### config.mk
export PLATFORM = sky130hd
export DESIGN_NAME = asymmetric_ema_channel_bank_top_flat
export DESIGN_NICKNAME = d
export VERILOG_FILES = /design/src/aema_pkg.sv /design/src/aema_if.sv /design/src/aema_csr.sv /design/src/aema_store.sv /design/src/aema_blend.sv /design/src/asymmetric_ema_channel_bank_top.sv /design/src/flat_wrapper.sv
export SDC_FILE = /design/constraint.sdc
export NUM_CORES = 2
export LEC_CHECK = 0
export BUFFER_PORTS_ARGS = -buffer_cell sky130_fd_sc_hd__buf_2
export CAP_MARGIN = 25
export CORE_ASPECT_RATIO = 0.75
export CORE_MARGIN = 5
export CORE_UTILIZATION = 37
export CTS_BUF_LIST = sky130_fd_sc_hd__clkbuf_8
export DETAILED_ROUTE_END_ITERATION = 8
export PLACE_DENSITY_LB_ADDON = 0.12
export SYNTH_ARGS = -nofsm -noshare
export SYNTH_HDL_FRONTEND = slang
export SYNTH_SLANG_ARGS = --single-unit
### constraint.sdc
create_clock -name clock -period 21.2 [get_ports clock]
set_input_delay 1.06 -clock clock [delete_from_list [all_inputs] [get_ports clock]]
set_output_delay 1.06 -clock clock [all_outputs]
set_load 0.02 [all_outputs]
### src/aema_pkg.sv
// Shared types, constants and helpers for the asymmetric EMA channel bank.
`timescale 1ns / 1ps
`default_nettype none

package aema_pkg;

   localparam int CMD_W   = 2;
   localparam int CH_W    = 6;
   localparam int SMP_W   = 8;
   localparam int VAL_W   = 24;
   localparam int FAC_W   = 17;
   localparam int FRAC_W  = 16;
   localparam int APB_AW  = 3;
   localparam int APB_DW  = 32;

   localparam logic [CMD_W-1:0] CMD_SAMPLE = 2'd0;
   localparam logic [CMD_W-1:0] CMD_READ   = 2'd1;
   localparam logic [CMD_W-1:0] CMD_CLEAR  = 2'd2;

   localparam logic REG_RISE = 1'b0;
   localparam logic REG_FALL = 1'b1;

   localparam logic [FAC_W-1:0]  ONE_Q16  = 17'h10000;
   localparam logic [VAL_W-1:0]  HALF_Q16 = 24'h008000;
   localparam logic [VAL_W-1:0]  MAX_VAL  = 24'hFF0000;

   typedef struct packed {
      logic [FAC_W-1:0] rise;
      logic [FAC_W-1:0] fall;
   } cfg_type;

   typedef struct packed {
      logic             rd_en;
      logic [CH_W-1:0]  rd_ch;
      logic             wr_en;
      logic [CH_W-1:0]  wr_ch;
      logic [VAL_W-1:0] wr_data;
      logic             clear;
   } store_cmd_type;

   // Q8.16 to byte, round half up.
   function automatic logic [SMP_W-1:0] round_byte(input logic [VAL_W-1:0] q);
      logic [VAL_W:0] sum;
      sum = {1'b0, q} + {1'b0, HALF_Q16};
      return sum[FRAC_W +: SMP_W];
   endfunction

endpackage

`default_nettype wire

### src/aema_if.sv
// Valid/ready channel interfaces for request and response items.
`timescale 1ns / 1ps
`default_nettype none

interface aema_req_if;
   logic                         valid;
   logic                         ready;
   logic [aema_pkg::CMD_W-1:0]   command;
   logic [aema_pkg::CH_W-1:0]    channel;
   logic [aema_pkg::SMP_W-1:0]   sample;
   logic                         frame_last;

   modport source (output valid, command, channel, sample, frame_last, input ready);
   modport sink   (input valid, command, channel, sample, frame_last, output ready);
endinterface

interface aema_rsp_if;
   logic                         valid;
   logic                         ready;
   logic [aema_pkg::CH_W-1:0]    out_channel;
   logic [aema_pkg::SMP_W-1:0]   smoothed_value;
   logic                         primed;

   modport source (output valid, out_channel, smoothed_value, primed, input ready);
   modport sink   (input valid, out_channel, smoothed_value, primed, output ready);
endinterface

`default_nettype wire

### src/aema_csr.sv
// APB-style register block holding the rise and fall factors.
`timescale 1ns / 1ps
`default_nettype none

module aema_csr (
   input  wire logic                        clock,
   input  wire logic                        reset,
   input  wire logic                        csr_psel,
   input  wire logic                        csr_penable,
   input  wire logic                        csr_pwrite,
   input  wire logic [aema_pkg::APB_AW-1:0] csr_paddr,
   input  wire logic [aema_pkg::APB_DW-1:0] csr_pwdata,
   output logic      [aema_pkg::APB_DW-1:0] csr_prdata,
   output logic                             csr_pready,
   output aema_pkg::cfg_type                cfg
);

   logic [aema_pkg::FAC_W-1:0] rise_ff;
   logic [aema_pkg::FAC_W-1:0] fall_ff;
   logic [aema_pkg::FAC_W-1:0] wdata_in;
   logic                       wr_en;
   logic                       reg_sel;

   assign csr_pready = 1'b1;
   assign reg_sel    = csr_paddr[2];
   assign wr_en      = csr_psel && csr_penable && csr_pwrite && csr_pready;

   // factors above one saturate
   always_comb begin
      wdata_in = csr_pwdata[aema_pkg::FAC_W-1:0];
      if (wdata_in > aema_pkg::ONE_Q16) begin
         wdata_in = aema_pkg::ONE_Q16;
      end
   end

   always_ff @(posedge clock) begin
      if (reset) begin
         rise_ff <= aema_pkg::ONE_Q16;
         fall_ff <= aema_pkg::ONE_Q16;
      end else if (wr_en) begin
         case (reg_sel)
            aema_pkg::REG_RISE: rise_ff <= wdata_in;
            aema_pkg::REG_FALL: fall_ff <= wdata_in;
            default: ;
         endcase
      end
   end

   always_comb begin
      case (reg_sel)
         aema_pkg::REG_RISE: csr_prdata = aema_pkg::APB_DW'(rise_ff);
         aema_pkg::REG_FALL: csr_prdata = aema_pkg::APB_DW'(fall_ff);
         default:            csr_prdata = '0;
      endcase
   end

   assign cfg.rise = rise_ff;
   assign cfg.fall = fall_ff;

endmodule

`default_nettype wire

### src/aema_store.sv
// Channel value memory with per-entry valid flags and write-back forwarding.
`timescale 1ns / 1ps
`default_nettype none

module aema_store #(
   parameter int CHANNELS = 64
) (
   input  wire logic                         clock,
   input  wire logic                         reset,
   input  wire aema_pkg::store_cmd_type      cmd,
   output logic [aema_pkg::VAL_W-1:0]        rd_value
);

   localparam int AW = (CHANNELS > 1) ? $clog2(CHANNELS) : 1;

   logic [aema_pkg::VAL_W-1:0] mem [CHANNELS];
   logic [aema_pkg::VAL_W-1:0] rd_data_ff;
   logic [aema_pkg::CH_W-1:0]  rd_ch_ff;
   logic [CHANNELS-1:0]        valid_ff;
   logic                       wb_valid_ff;
   logic [aema_pkg::CH_W-1:0]  wb_ch_ff;
   logic [aema_pkg::VAL_W-1:0] wb_data_ff;
   logic [AW-1:0]              rd_addr;
   logic [AW-1:0]              wr_addr;
   logic [AW-1:0]              rd_addr_ff;

   assign rd_addr    = AW'(cmd.rd_ch);
   assign wr_addr    = AW'(cmd.wr_ch);
   assign rd_addr_ff = AW'(rd_ch_ff);

   always_ff @(posedge clock) begin
      if (cmd.wr_en) begin
         mem[wr_addr] <= cmd.wr_data;
      end
      if (cmd.rd_en) begin
         rd_data_ff <= mem[rd_addr];
         rd_ch_ff   <= cmd.rd_ch;
      end
      if (cmd.wr_en) begin
         wb_ch_ff   <= cmd.wr_ch;
         wb_data_ff <= cmd.wr_data;
      end
   end

   // clear drops every entry back to zero at once
   always_ff @(posedge clock) begin
      if (reset) begin
         valid_ff    <= '0;
         wb_valid_ff <= 1'b0;
      end else if (cmd.clear) begin
         valid_ff    <= '0;
         wb_valid_ff <= 1'b0;
      end else if (cmd.wr_en) begin
         valid_ff[wr_addr] <= 1'b1;
         wb_valid_ff       <= 1'b1;
      end
   end

   // a write landing on the read edge is missed by the array: take it from wb
   always_comb begin
      if (wb_valid_ff && (wb_ch_ff == rd_ch_ff)) begin
         rd_value = wb_data_ff;
      end else if (valid_ff[rd_addr_ff]) begin
         rd_value = rd_data_ff;
      end else begin
         rd_value = '0;
      end
   end

endmodule

`default_nettype wire

### src/aema_blend.sv
// Two-stage blend: registered products, then round and sum.
`timescale 1ns / 1ps
`default_nettype none

module aema_blend (
   input  wire logic                         clock,
   input  wire logic                         en,
   input  wire logic [aema_pkg::VAL_W-1:0]   prev,
   input  wire logic [aema_pkg::SMP_W-1:0]   sample,
   input  wire logic [aema_pkg::FAC_W-1:0]   factor,
   output logic      [aema_pkg::VAL_W-1:0]   next_value
);

   localparam int PP_W = aema_pkg::VAL_W + aema_pkg::FAC_W;
   localparam int PS_W = aema_pkg::SMP_W + aema_pkg::FAC_W;

   logic [aema_pkg::FAC_W-1:0] inv_factor;
   logic [PP_W-1:0]            prod_p_in;
   logic [PS_W-1:0]            prod_s_in;
   logic [PP_W-1:0]            prod_p_ff;
   logic [PS_W-1:0]            prod_s_ff;
   logic [PP_W-1:0]            rounded;

   assign inv_factor = aema_pkg::ONE_Q16 - factor;
   assign prod_p_in  = PP_W'(prev) * PP_W'(inv_factor);
   assign prod_s_in  = PS_W'(sample) * PS_W'(factor);

   always_ff @(posedge clock) begin
      if (en) begin
         prod_p_ff <= prod_p_in;
         prod_s_ff <= prod_s_in;
      end
   end

   // target term is sample*factor<<16, so it adds after the shift exactly
   assign rounded    = prod_p_ff + PP_W'(aema_pkg::HALF_Q16);
   assign next_value = aema_pkg::VAL_W'(rounded >> aema_pkg::FRAC_W)
                     + aema_pkg::VAL_W'(prod_s_ff);

endmodule

`default_nettype wire

### src/asymmetric_ema_channel_bank_top.sv
// Top level of the asymmetric EMA channel bank.
//
// Usage: request items arrive on req (command, channel, sample, frame_last),
// one response item per request leaves on rsp in request order. A sample
// item moves its channel toward the sample with the rise or fall factor,
// a read item reports the channel, a clear item zeroes every channel and
// unprimes the bank. Factors are written through the csr APB port.
// Pipeline: accept + array read, factor select + multiply, sum + write-back
// into the response register. Throughput: one item per cycle while rsp is
// taken. A sample on channel c followed right away by any non-clear item on c
// holds that item back while the sample sits in stage 1; the multiply-add loop
// on one channel value forces this. Other orders run at full rate.
// Reset: all channels read as zero at once (per-entry valid flags, no
// sweep), the bank is unprimed and both factors are one.
// Stall: while rsp is held, the stages keep filling until all three hold an
// item, then req.ready drops; nothing is lost or repeated.
`timescale 1ns / 1ps
`default_nettype none

module asymmetric_ema_channel_bank_top #(
   parameter int CHANNELS = 64
) (
   input  wire logic                        clock,
   input  wire logic                        reset,
   aema_req_if.sink                         req,
   aema_rsp_if.source                       rsp,
   input  wire logic                        csr_psel,
   input  wire logic                        csr_penable,
   input  wire logic                        csr_pwrite,
   input  wire logic [aema_pkg::APB_AW-1:0] csr_paddr,
   input  wire logic [aema_pkg::APB_DW-1:0] csr_pwdata,
   output logic      [aema_pkg::APB_DW-1:0] csr_prdata,
   output logic                             csr_pready
);

   aema_pkg::cfg_type       cfg;
   aema_pkg::store_cmd_type store_cmd;
   logic [aema_pkg::VAL_W-1:0] store_value;

   // stage enables, back to front
   logic en_out, en2, en1, accept, hazard, adv1, adv2;

   // stage 1: item whose stored value is being read
   logic                        s1_v_ff;
   logic [aema_pkg::CMD_W-1:0]  s1_cmd_ff;
   logic [aema_pkg::CH_W-1:0]   s1_ch_ff;
   logic [aema_pkg::SMP_W-1:0]  s1_smp_ff;
   logic                        s1_last_ff;
   logic                        s1_sample, s1_clear, s1_inr, s1_wr;
   logic [aema_pkg::VAL_W-1:0]  s1_prev;
   logic [aema_pkg::VAL_W-1:0]  s1_target;
   logic [aema_pkg::FAC_W-1:0]  s1_factor;
   logic                        primed_ff;
   logic                        primed_in;

   // stage 2: products registered, write-back pending
   logic                        s2_v_ff;
   logic                        s2_clear_ff;
   logic                        s2_wr_ff;
   logic                        s2_inr_ff;
   logic [aema_pkg::CH_W-1:0]   s2_ch_ff;
   logic                        s2_primed_ff;
   logic [aema_pkg::VAL_W-1:0]  s2_prev_ff;
   logic [aema_pkg::VAL_W-1:0]  s2_next;
   logic [aema_pkg::SMP_W-1:0]  s2_value;

   // response register
   logic                        rsp_v_ff;
   logic [aema_pkg::CH_W-1:0]   rsp_ch_ff;
   logic [aema_pkg::SMP_W-1:0]  rsp_value_ff;
   logic                        rsp_primed_ff;

   aema_csr u_csr (
      .clock       (clock),
      .reset       (reset),
      .csr_psel    (csr_psel),
      .csr_penable (csr_penable),
      .csr_pwrite  (csr_pwrite),
      .csr_paddr   (csr_paddr),
      .csr_pwdata  (csr_pwdata),
      .csr_prdata  (csr_prdata),
      .csr_pready  (csr_pready),
      .cfg         (cfg)
   );

   assign en_out = !rsp_v_ff || rsp.ready;
   assign en2    = !s2_v_ff || en_out;
   assign en1    = !s1_v_ff || en2;
   assign adv1   = s1_v_ff && en2;
   assign adv2   = s2_v_ff && en_out;

   // Interlock: a non-clear item may not read a channel whose sample update
   // is still ahead of it in stage 1, or parked unwritten in stage 2.
   always_comb begin
      hazard = 1'b0;
      if (req.command != aema_pkg::CMD_CLEAR) begin
         if (s1_v_ff && s1_wr && (s1_ch_ff == req.channel)) begin
            hazard = 1'b1;
         end
         if (s2_v_ff && s2_wr_ff && (s2_ch_ff == req.channel) && !en_out) begin
            hazard = 1'b1;
         end
      end
   end

   assign req.ready = en1 && !hazard;
   assign accept    = req.valid && req.ready;

   // ---------------- stage 1 ----------------
   always_ff @(posedge clock) begin
      if (reset) begin
         s1_v_ff <= 1'b0;
      end else if (en1) begin
         s1_v_ff <= accept;
      end
   end

   always_ff @(posedge clock) begin
      if (accept) begin
         s1_cmd_ff  <= req.command;
         s1_ch_ff   <= req.channel;
         s1_smp_ff  <= req.sample;
         s1_last_ff <= req.frame_last;
      end
   end

   assign s1_sample = (s1_cmd_ff == aema_pkg::CMD_SAMPLE);
   assign s1_clear  = (s1_cmd_ff == aema_pkg::CMD_CLEAR);
   assign s1_inr    = (int'(s1_ch_ff) < CHANNELS);
   assign s1_wr     = s1_sample && s1_inr;
   assign s1_target = {s1_smp_ff, aema_pkg::FRAC_W'(0)};

   // a clear still in stage 2 lands on the same edge this item moves on
   assign s1_prev = (s2_v_ff && s2_clear_ff) ? '0 : store_value;

   // unprimed: factor one stores the raw sample
   always_comb begin
      if (!primed_ff) begin
         s1_factor = aema_pkg::ONE_Q16;
      end else if (s1_target > s1_prev) begin
         s1_factor = cfg.rise;
      end else begin
         s1_factor = cfg.fall;
      end
   end

   always_comb begin
      primed_in = primed_ff;
      if (s1_clear) begin
         primed_in = 1'b0;
      end else if (s1_sample && s1_last_ff) begin
         primed_in = 1'b1;
      end
   end

   always_ff @(posedge clock) begin
      if (reset) begin
         primed_ff <= 1'b0;
      end else if (adv1) begin
         primed_ff <= primed_in;
      end
   end

   // ---------------- stage 2 ----------------
   aema_blend u_blend (
      .clock      (clock),
      .en         (en2),
      .prev       (s1_prev),
      .sample     (s1_smp_ff),
      .factor     (s1_factor),
      .next_value (s2_next)
   );

   always_ff @(posedge clock) begin
      if (reset) begin
         s2_v_ff <= 1'b0;
      end else if (en2) begin
         s2_v_ff <= s1_v_ff;
      end
   end

   always_ff @(posedge clock) begin
      if (en2) begin
         s2_clear_ff  <= s1_clear;
         s2_wr_ff     <= s1_wr;
         s2_inr_ff    <= s1_inr;
         s2_ch_ff     <= s1_ch_ff;
         s2_primed_ff <= primed_in;
         s2_prev_ff   <= s1_prev;
      end
   end

   always_comb begin
      if (s2_clear_ff || !s2_inr_ff) begin
         s2_value = '0;
      end else if (s2_wr_ff) begin
         s2_value = aema_pkg::round_byte(s2_next);
      end else begin
         s2_value = aema_pkg::round_byte(s2_prev_ff);
      end
   end

   // ---------------- store ----------------
   always_comb begin
      store_cmd.rd_en   = accept;
      store_cmd.rd_ch   = req.channel;
      store_cmd.wr_en   = adv2 && s2_wr_ff;
      store_cmd.wr_ch   = s2_ch_ff;
      store_cmd.wr_data = s2_next;
      store_cmd.clear   = adv2 && s2_clear_ff;
   end

   aema_store #(
      .CHANNELS (CHANNELS)
   ) u_store (
      .clock    (clock),
      .reset    (reset),
      .cmd      (store_cmd),
      .rd_value (store_value)
   );

   // ---------------- response ----------------
   always_ff @(posedge clock) begin
      if (reset) begin
         rsp_v_ff <= 1'b0;
      end else if (en_out) begin
         rsp_v_ff <= s2_v_ff;
      end
   end

   always_ff @(posedge clock) begin
      if (en_out) begin
         rsp_ch_ff     <= s2_clear_ff ? '0 : s2_ch_ff;
         rsp_value_ff  <= s2_value;
         rsp_primed_ff <= s2_primed_ff;
      end
   end

   assign rsp.valid          = rsp_v_ff;
   assign rsp.out_channel    = rsp_ch_ff;
   assign rsp.smoothed_value = rsp_value_ff;
   assign rsp.primed         = rsp_primed_ff;

   // ---------------- checks ----------------
   // interlock: stage 1 never reads past an unwritten update of its channel
   a_no_stale_read: assert property (@(posedge clock) disable iff (reset)
      (s1_v_ff && !s1_clear && s2_v_ff && s2_wr_ff) |-> (s1_ch_ff != s2_ch_ff))
      else $error("stage 1 overlaps pending update on same channel");

   // blended value stays between previous and target, so within Q8.16 range
   a_value_bound: assert property (@(posedge clock) disable iff (reset)
      store_cmd.wr_en |-> (store_cmd.wr_data <= aema_pkg::MAX_VAL))
      else $error("write-back value out of range");

   // a held response freezes write-back
   a_stall_no_write: assert property (@(posedge clock) disable iff (reset)
      (rsp.valid && !rsp.ready) |-> !(store_cmd.wr_en || store_cmd.clear))
      else $error("store updated while response stalled");

endmodule

`default_nettype wire
### src/flat_wrapper.sv
// flat-port wrapper written by rule: the top's interface ports become plain ports
module asymmetric_ema_channel_bank_top_flat 
#(
   parameter int CHANNELS = 64
)
  (clock, reset, csr_psel, csr_penable, csr_pwrite, csr_paddr, csr_pwdata, csr_prdata, csr_pready, req_valid, req_command, req_channel, req_sample, req_frame_last, req_ready, rsp_valid, rsp_out_channel, rsp_smoothed_value, rsp_primed, rsp_ready);
  aema_req_if req_i ();
  aema_rsp_if rsp_i ();
  input  wire logic clock;
  input  wire logic reset;
  input  wire logic csr_psel;
  input  wire logic csr_penable;
  input  wire logic csr_pwrite;
  input  wire logic [aema_pkg::APB_AW-1:0] csr_paddr;
  input  wire logic [aema_pkg::APB_DW-1:0] csr_pwdata;
  output logic      [aema_pkg::APB_DW-1:0] csr_prdata;
  output logic csr_pready;
  input wire logic [$bits(req_i.valid)-1:0] req_valid;
  input wire logic [$bits(req_i.command)-1:0] req_command;
  input wire logic [$bits(req_i.channel)-1:0] req_channel;
  input wire logic [$bits(req_i.sample)-1:0] req_sample;
  input wire logic [$bits(req_i.frame_last)-1:0] req_frame_last;
  output wire logic [$bits(req_i.ready)-1:0] req_ready;
  output wire logic [$bits(rsp_i.valid)-1:0] rsp_valid;
  output wire logic [$bits(rsp_i.out_channel)-1:0] rsp_out_channel;
  output wire logic [$bits(rsp_i.smoothed_value)-1:0] rsp_smoothed_value;
  output wire logic [$bits(rsp_i.primed)-1:0] rsp_primed;
  input wire logic [$bits(rsp_i.ready)-1:0] rsp_ready;
  assign req_i.valid = req_valid;
  assign req_i.command = req_command;
  assign req_i.channel = req_channel;
  assign req_i.sample = req_sample;
  assign req_i.frame_last = req_frame_last;
  assign req_ready = req_i.ready;
  assign rsp_valid = rsp_i.valid;
  assign rsp_out_channel = rsp_i.out_channel;
  assign rsp_smoothed_value = rsp_i.smoothed_value;
  assign rsp_primed = rsp_i.primed;
  assign rsp_i.ready = rsp_ready;
  asymmetric_ema_channel_bank_top #(.CHANNELS(CHANNELS)) u_core (.clock(clock), .reset(reset), .req(req_i), .rsp(rsp_i), .csr_psel(csr_psel), .csr_penable(csr_penable), .csr_pwrite(csr_pwrite), .csr_paddr(csr_paddr), .csr_pwdata(csr_pwdata), .csr_prdata(csr_prdata), .csr_pready(csr_pready));
endmodule
======== Word level (Yosys, flattened, before mapping) ========
Memories as Yosys holds them, arrays and structs flattened. A register that Yosys moved wholly into a read port is not among the register bits.
Cells that the tools add are included.
Widths: inputs -> output; s select.
storage, ports and cells
  flip-flop bits (word level) ............. 262
  bits in latches ......................... 0
  bits in writable memories ............... 1536
  ROM bits ................................ 0
  input bits .............................. 59
  output and inout bits ................... 50
  logic and storage cells ................. 92
  memories ................................ 1
memory list
  name                words  width  read ports  clocked after memory_dff  write ports  line              RTL
  u_core.u_store.mem  64     24     1           1                         1            aema_store.sv:16  logic [aema_pkg::VAL_W-1:0] mem [CHANNELS];
cells by class
  add/subtract/negate cells ............... 5
  multipliers ............................. 2
  div/mod/pow operators ................... 0
  order comparisons ....................... 5
  eq/ne operators ......................... 5
  shift-type cells ........................ 0
  muxes and demuxes ....................... 19
  bitwise operators ....................... 2
  reduce and logical (&&, ||, !) cells .... 29
operator list
  cell                    number
  $mux 24                 3
  $or 64x64->64           1
  $pmux 32 s2             1
  $mux 17                 3
  $add 24x16->24 const B  2
  $add 40x16->40 const B  1
  $mul 24x17->40          1
  $add 24x24->24          1
  $gt 24x24->1            1
  $mul 8x17->24           1
  $eq 6x6->1              3
  $gt 17x17->1 const B    1
  $logic_and 1x1->1       17
  $sub 17x17->17 const A  1
  $lt 6x7->1 const B      2
  $mux 1                  9
  $mux 8                  1
  $bmux 1 s6              1
  $demux 1 s6             1
  $ge 6x1->1 const B      1
  $logic_not 1->1         5
  $reduce_and 2->1        2
  $logic_or 1x1->1        3
  $eq 2x2->1 const B      1
  other kinds (4)         4

======== Depth between registers and ports, before layout ========
  word-level depth ........................ 10
  mapped depth ............................ 59
  mapped depth without buffers ............ 53

======== Cells and area by module ========
Synthesis repeated with hierarchy kept, for this count alone.
second synthesis, totals
  cell total of the unflattened synthesis .. 5479
  area total of the unflattened synthesis .. 88273.4 sq um
modules (own cells, without submodules)
  module                           instances  cells each  area each (sq um)  seq. area each (sq um)
  aema_store                       1          2812        63667.3            49227.2
  aema_blend                       1          2240        19849.0            1471.4
  asymmetric_ema_channel_bank_top  1          259         2946.6             1581.5
  aema_csr                         1          168         1810.5             680.7

======== Worst setup path after synthesis ========
OpenSTA, ideal clock, no wires.
  kind .................................... reg2reg
  start ................................... register u_core.s1_ch_ff[0] (netlist name)
  end ..................................... register u_core.u_blend.prod_p_ff[39], data pin
  setup time .............................. 0.268 ns
  arrival ................................. 11.719 ns
  data required time ...................... 20.932 ns
  path slack .............................. 9.213 ns
  stages on the path, launching flop included .. 59
  buffers on the path ..................... 7
  clock period less this slack ............ 11.987 ns
  cells stage by stage .................... edfxtp_1 buf_4 buf_8 mux2i_1 a22oi_1 nand2_1 o21ai_1 nor2_1 a211oi_2 clkbuf_1 nand2_1 a21boi_1 inv_1 ha_1 a21o_1 a21o_1 a21oi_1 o21ai_0 (+23 left out) fa_1 inv_1 fa_1 inv_1 ha_1 a21o_1 a21oi_1 a21oi_1 o21ai_0 a211o_1 or3_1 a21o_1 a21boi_0 o21a_1 o21a_1 o21ai_0 nand2b_1 xnor3_1
RTL lines
  element                 line              RTL
  end signal: assignment  aema_blend.sv:30  prod_p_ff <= prod_p_in;
  end: declaration        aema_blend.sv:20  logic [PP_W-1:0] prod_p_ff;

==> impl_metrics.json <==
{
  "whs_ns": 0.307,
  "viasPerCell": 5.30,
  "drt_iter0_drc": 4127,
  "cts.repair_timing.setup_buffer_count": 0,
  "required_ns": 21.88,
  "path_class": "reg -> reg",
  "grt_pass1_vias": 48840,
  "max_stage_delay_ns": 0.88,
  "min_period_ns": 15.36,
  "areaGrowthSynthToFinish_pct": 12.8,
  "ios": 109,
  "yosys_warnings": 0,
  "synth_cells": 5236,
  "end_kind": "flop",
  "synth_cell_types": 80,
  "fin_tns_setup_ns": 0,
  "ys_seq_area_frac": 0.609,
  "dr.pass1.iters": 5,
  "fin_cells": 8865,
  "synth-edff-count": 1689,
  "slew_headroom": 0.294,
  "core_um2": 232000,
  "multiInputGateArea_um2": 31800,
  "cts_sinks": 1792,
  "dieArea_um2": 244000,
  "numCtsBuffers": 298,
  "worstMarginPinSlew_ns": 1.06,
  "max_freq_mhz": 65.1,
  "vias": 46993,
  "hold_viol_final": 0,
  "hpwl_mm": 152,
  "drv_cap": 0,
  "cts_resized": 0,
  "grt_pass1_wl_mm": 357,
  "gp_congestion": 0.793,
  "crit_top_cell": "inv_1",
  "die_x_um": 569,
  "track_usage": 0.203,
  "fin_total_pwr_mw": 7.36,
  "htreeDepth": 5,
  "placed_cells": 8334,
  "final_nets": 6199,
  "setup_violations": 0,
  "drc": 0,
  "nFillCells": 20997,
  "antenna_found_initial": 35,
  "cpMaxStageDelayCell": "nor2b_1",
  "wl_per_cell_um": 28.0,
  "clock_skew_ns": 0.0819,
  "rows": 153,
  "syn_area_um2": 86700,
  "tritoncts": "done",
  "holdBufCountCts": 0,
  "vdd_drop_max_mv": 0.0509,
  "ant_nets": 0,
  "gr-total-overflow": 0,
  "dieHeight_um": 429,
  "leakage_nw": 35.3,
  "power.density_nw_per_um2": 75.2,
  "initial_core_util": 0.373,
  "worstPathArrival_ns": 16.04,
  "syn_avg_cell_area_um2": 16.6,
  "cts_buffer_depth": 4,
  "port_buffers": 75,
  "cts.clk_slew.worst_paths_ns": 0.06,
  "final_util": 0.421,
  "drive_above_1_share": 0.223,
  "holdCritPathClass": "in -> reg",
  "rsz0062_at_grt": "no",
  "insertion_delay_ns": 0.96,
  "drv_slew": 0,
  "outcome": "complete, no violations",
  "regArea_um2": 52800,
  "ys_ff_latch": 1792,
  "post-route-period-util": 0.725,
  "critical_path.max_fanout": 33,
  "grt_max_degree": 109,
  "synth_flop_cell": "edfxtp_1",
  "detail_route.wirelength_mm": 248,
  "start_kind": "flop",
  "root_buffer": "clkbuf_8",
  "ys_async_sr_fraction": 0
}
## cell type report
cell class | count | share of cell area
well taps | 3100 | 0.0397
repair buffers | 252 | 0.0204
clock inverters | 205 | 0.0117
inverters | 518 | 0.0199
multi-input cells | 2676 | 0.325
diodes | 11 | 0.000281
clock buffers | 311 | 0.0438
flip-flops and latches | 1792 | 0.540
## critical path: cells and delay by family, from the launching register on
kind | cells | cell delay, ns
xor gates and xnor gates | 2 | 1.17
and+or+nand+nor | 14 | 4.30
DFF | 1 | 0.51
AOI/OAI and AO/OA | 16 | 3.45
muxes | 1 | 0.28
buffers and inverters | 10 | 1.56
adders and majority gates | 9 | 3.72
## cell usage after synthesis (3+ instances only)
| library cell | count | area share |
|---|---|---|
| a211oi_1 | 5 | 0.00043 |
| a21boi_0 | 4 | 0.00035 |
| a21o_1 | 32 | 0.0028 |
| a21oi_1 | 93 | 0.0054 |
| a22o_1 | 17 | 0.0017 |
| a22oi_1 | 23 | 0.0020 |
| a31oi_1 | 7 | 0.00051 |
| and2_1 | 107 | 0.0077 |
| and3_1 | 18 | 0.0013 |
| buf_1 | 50 | 0.0022 |
| buf_2 | 18 | 0.0010 |
| buf_4 | 19 | 0.0016 |
| buf_6 | 4 | 0.00052 |
| clkbuf_1 | 172 | 0.0074 |
| dfxtp_1 | 103 | 0.024 |
| edfxtp_1 | 1689 | 0.59 |
| fa_1 | 416 | 0.096 |
| ha_1 | 186 | 0.027 |
| inv_1 | 517 | 0.022 |
| mux2_2 | 24 | 0.0031 |
| mux2i_1 | 52 | 0.0060 |
| mux4_2 | 504 | 0.13 |
| nand2_1 | 468 | 0.020 |
| nand2b_1 | 7 | 0.00051 |
| nand3_1 | 60 | 0.0035 |
| nand3b_1 | 6 | 0.00052 |
| nand4_1 | 15 | 0.0011 |
| nand4b_1 | 3 | 0.00030 |
| nor2_1 | 227 | 0.0098 |
| nor2b_1 | 37 | 0.0027 |
| nor3_1 | 22 | 0.0013 |
| nor4_1 | 13 | 0.00094 |
| o21a_1 | 84 | 0.0073 |
| o21ai_0 | 26 | 0.0015 |
| o21ai_1 | 3 | 0.00017 |
| o21bai_1 | 7 | 0.00061 |
| o31a_1 | 6 | 0.00061 |
| or3_1 | 11 | 0.00079 |
| xnor2_1 | 84 | 0.0085 |
| xor2_1 | 44 | 0.0044 |
## layout by cell type (no fill, tap or decap), types with 8 or more instances in the layout
cell        instances
or3_1              11
nor3_1             22
nor2_1            160
fa_1              415
clkbuf_8          311
clkinvlp_4          8
and3_1             18
xnor2_2            15
a21oi_1            93
mux2_2             24
xor2_4              8
buf_2              71
clkinv_1           68
xnor2_1            68
dfxtp_1           103
inv_1             588
mux2i_1            52
nand2_1           468
clkinv_2           41
diode_2            11
o21ai_0            26
bufinv_16           9
nor2b_1            35
ha_1              185
a22oi_1            23
buf_16              9
buf_4             162
nor4_1             13
a21o_1             32
conb_1             16
nand3_1            60
a22o_1             17
xor2_1             34
nor2_4             66
mux4_2            504
nand4_1            15
o21a_1             84
and2_1            104
edfxtp_1         1689
## where the power goes
group          switching (mW)  internal [mW]  total (mW)
clock network            1.42           1.47        2.90
registers              0.0174           3.92        3.93
logic                   0.358          0.172       0.531
## registers in the layout (all words and copies together), names as in the netlist, 2 cells and up
name                       count
u_core.s1_smp_ff               8
u_core.u_store.rd_data_ff     24
u_core.u_store.wb_ch_ff        6
u_core.u_store.mem          1536
u_core.s2_prev_ff              9
u_core.rsp.out_channel         6
u_core.u_csr.rise_ff          17
u_core.u_store.wb_data_ff     24
u_core.u_store.valid_ff       64
u_core.s1_ch_ff                6
u_core.rsp.smoothed_value      8
u_core.s1_cmd_ff               2
u_core.u_blend.prod_p_ff      25
u_core.s2_ch_ff                6
u_core.u_blend.prod_s_ff      24
u_core.u_csr.fall_ff          17
## kinds of logic (layout without fill, tap and decap cells)
family | count (synthesis) | in the layout | synth area share
flip-flops | 1792 | 1792 | 0.609
AND/OR/NAND/NOR | 1011 | 1011 | 0.0526
buffers and inverters | 782 | 1286 | 0.0354
adder cells (fa/ha/maj) | 602 | 602 | 0.123
multiplexers | 581 | 581 | 0.140
AO/OA/AOI/OAI | 334 | 334 | 0.0263
XOR/XNOR | 132 | 132 | 0.0138
other | 2 | 27 | 0.0000866
## per-stage QoR
| stage | area, µm² | worst slack, ns |
|---|---|---|
| global route | 97800 | 5.07 |
| floorplan | 86700 | 9.21 |
| detailed placement | 92300 | 5.72 |
| global placement | 92000 | 5.68 |
| CTS | 97700 | 5.69 |
| finish | 97800 | 5.84 |
## metal layers
| layer | GRT usage | share of wire |
|---|---|---|
| met5 | 0 | 0.000052 |
| met2 | 0.306 | 0.45 |
| met4 | 0.0515 | 0.023 |
| met1 | 0.300 | 0.46 |
| met3 | 0.0426 | 0.071 |
## final timing paths
path | from | endpoint | slack (ns) | cells past startpoint
worst max-delay path | u_core.s1_ch_ff[1]$_DFFE_PP_ | u_core.u_blend.prod_p_ff[39]$_DFFE_PP_ | 5.84 | 52
worst max register to register | u_core.s1_ch_ff[1]$_DFFE_PP_ | u_core.u_blend.prod_p_ff[39]$_DFFE_PP_ | 5.84 | 52
worst min register to register | u_core.s2_primed_ff$_DFFE_PP_ | u_core.rsp.primed$_DFFE_PN_ | 0.42 | 0
worst min-delay path | req_sample[4] | u_core.s1_smp_ff[4]$_DFFE_PP_ | 0.31 | 1
(Power assumes the default switching activity.)
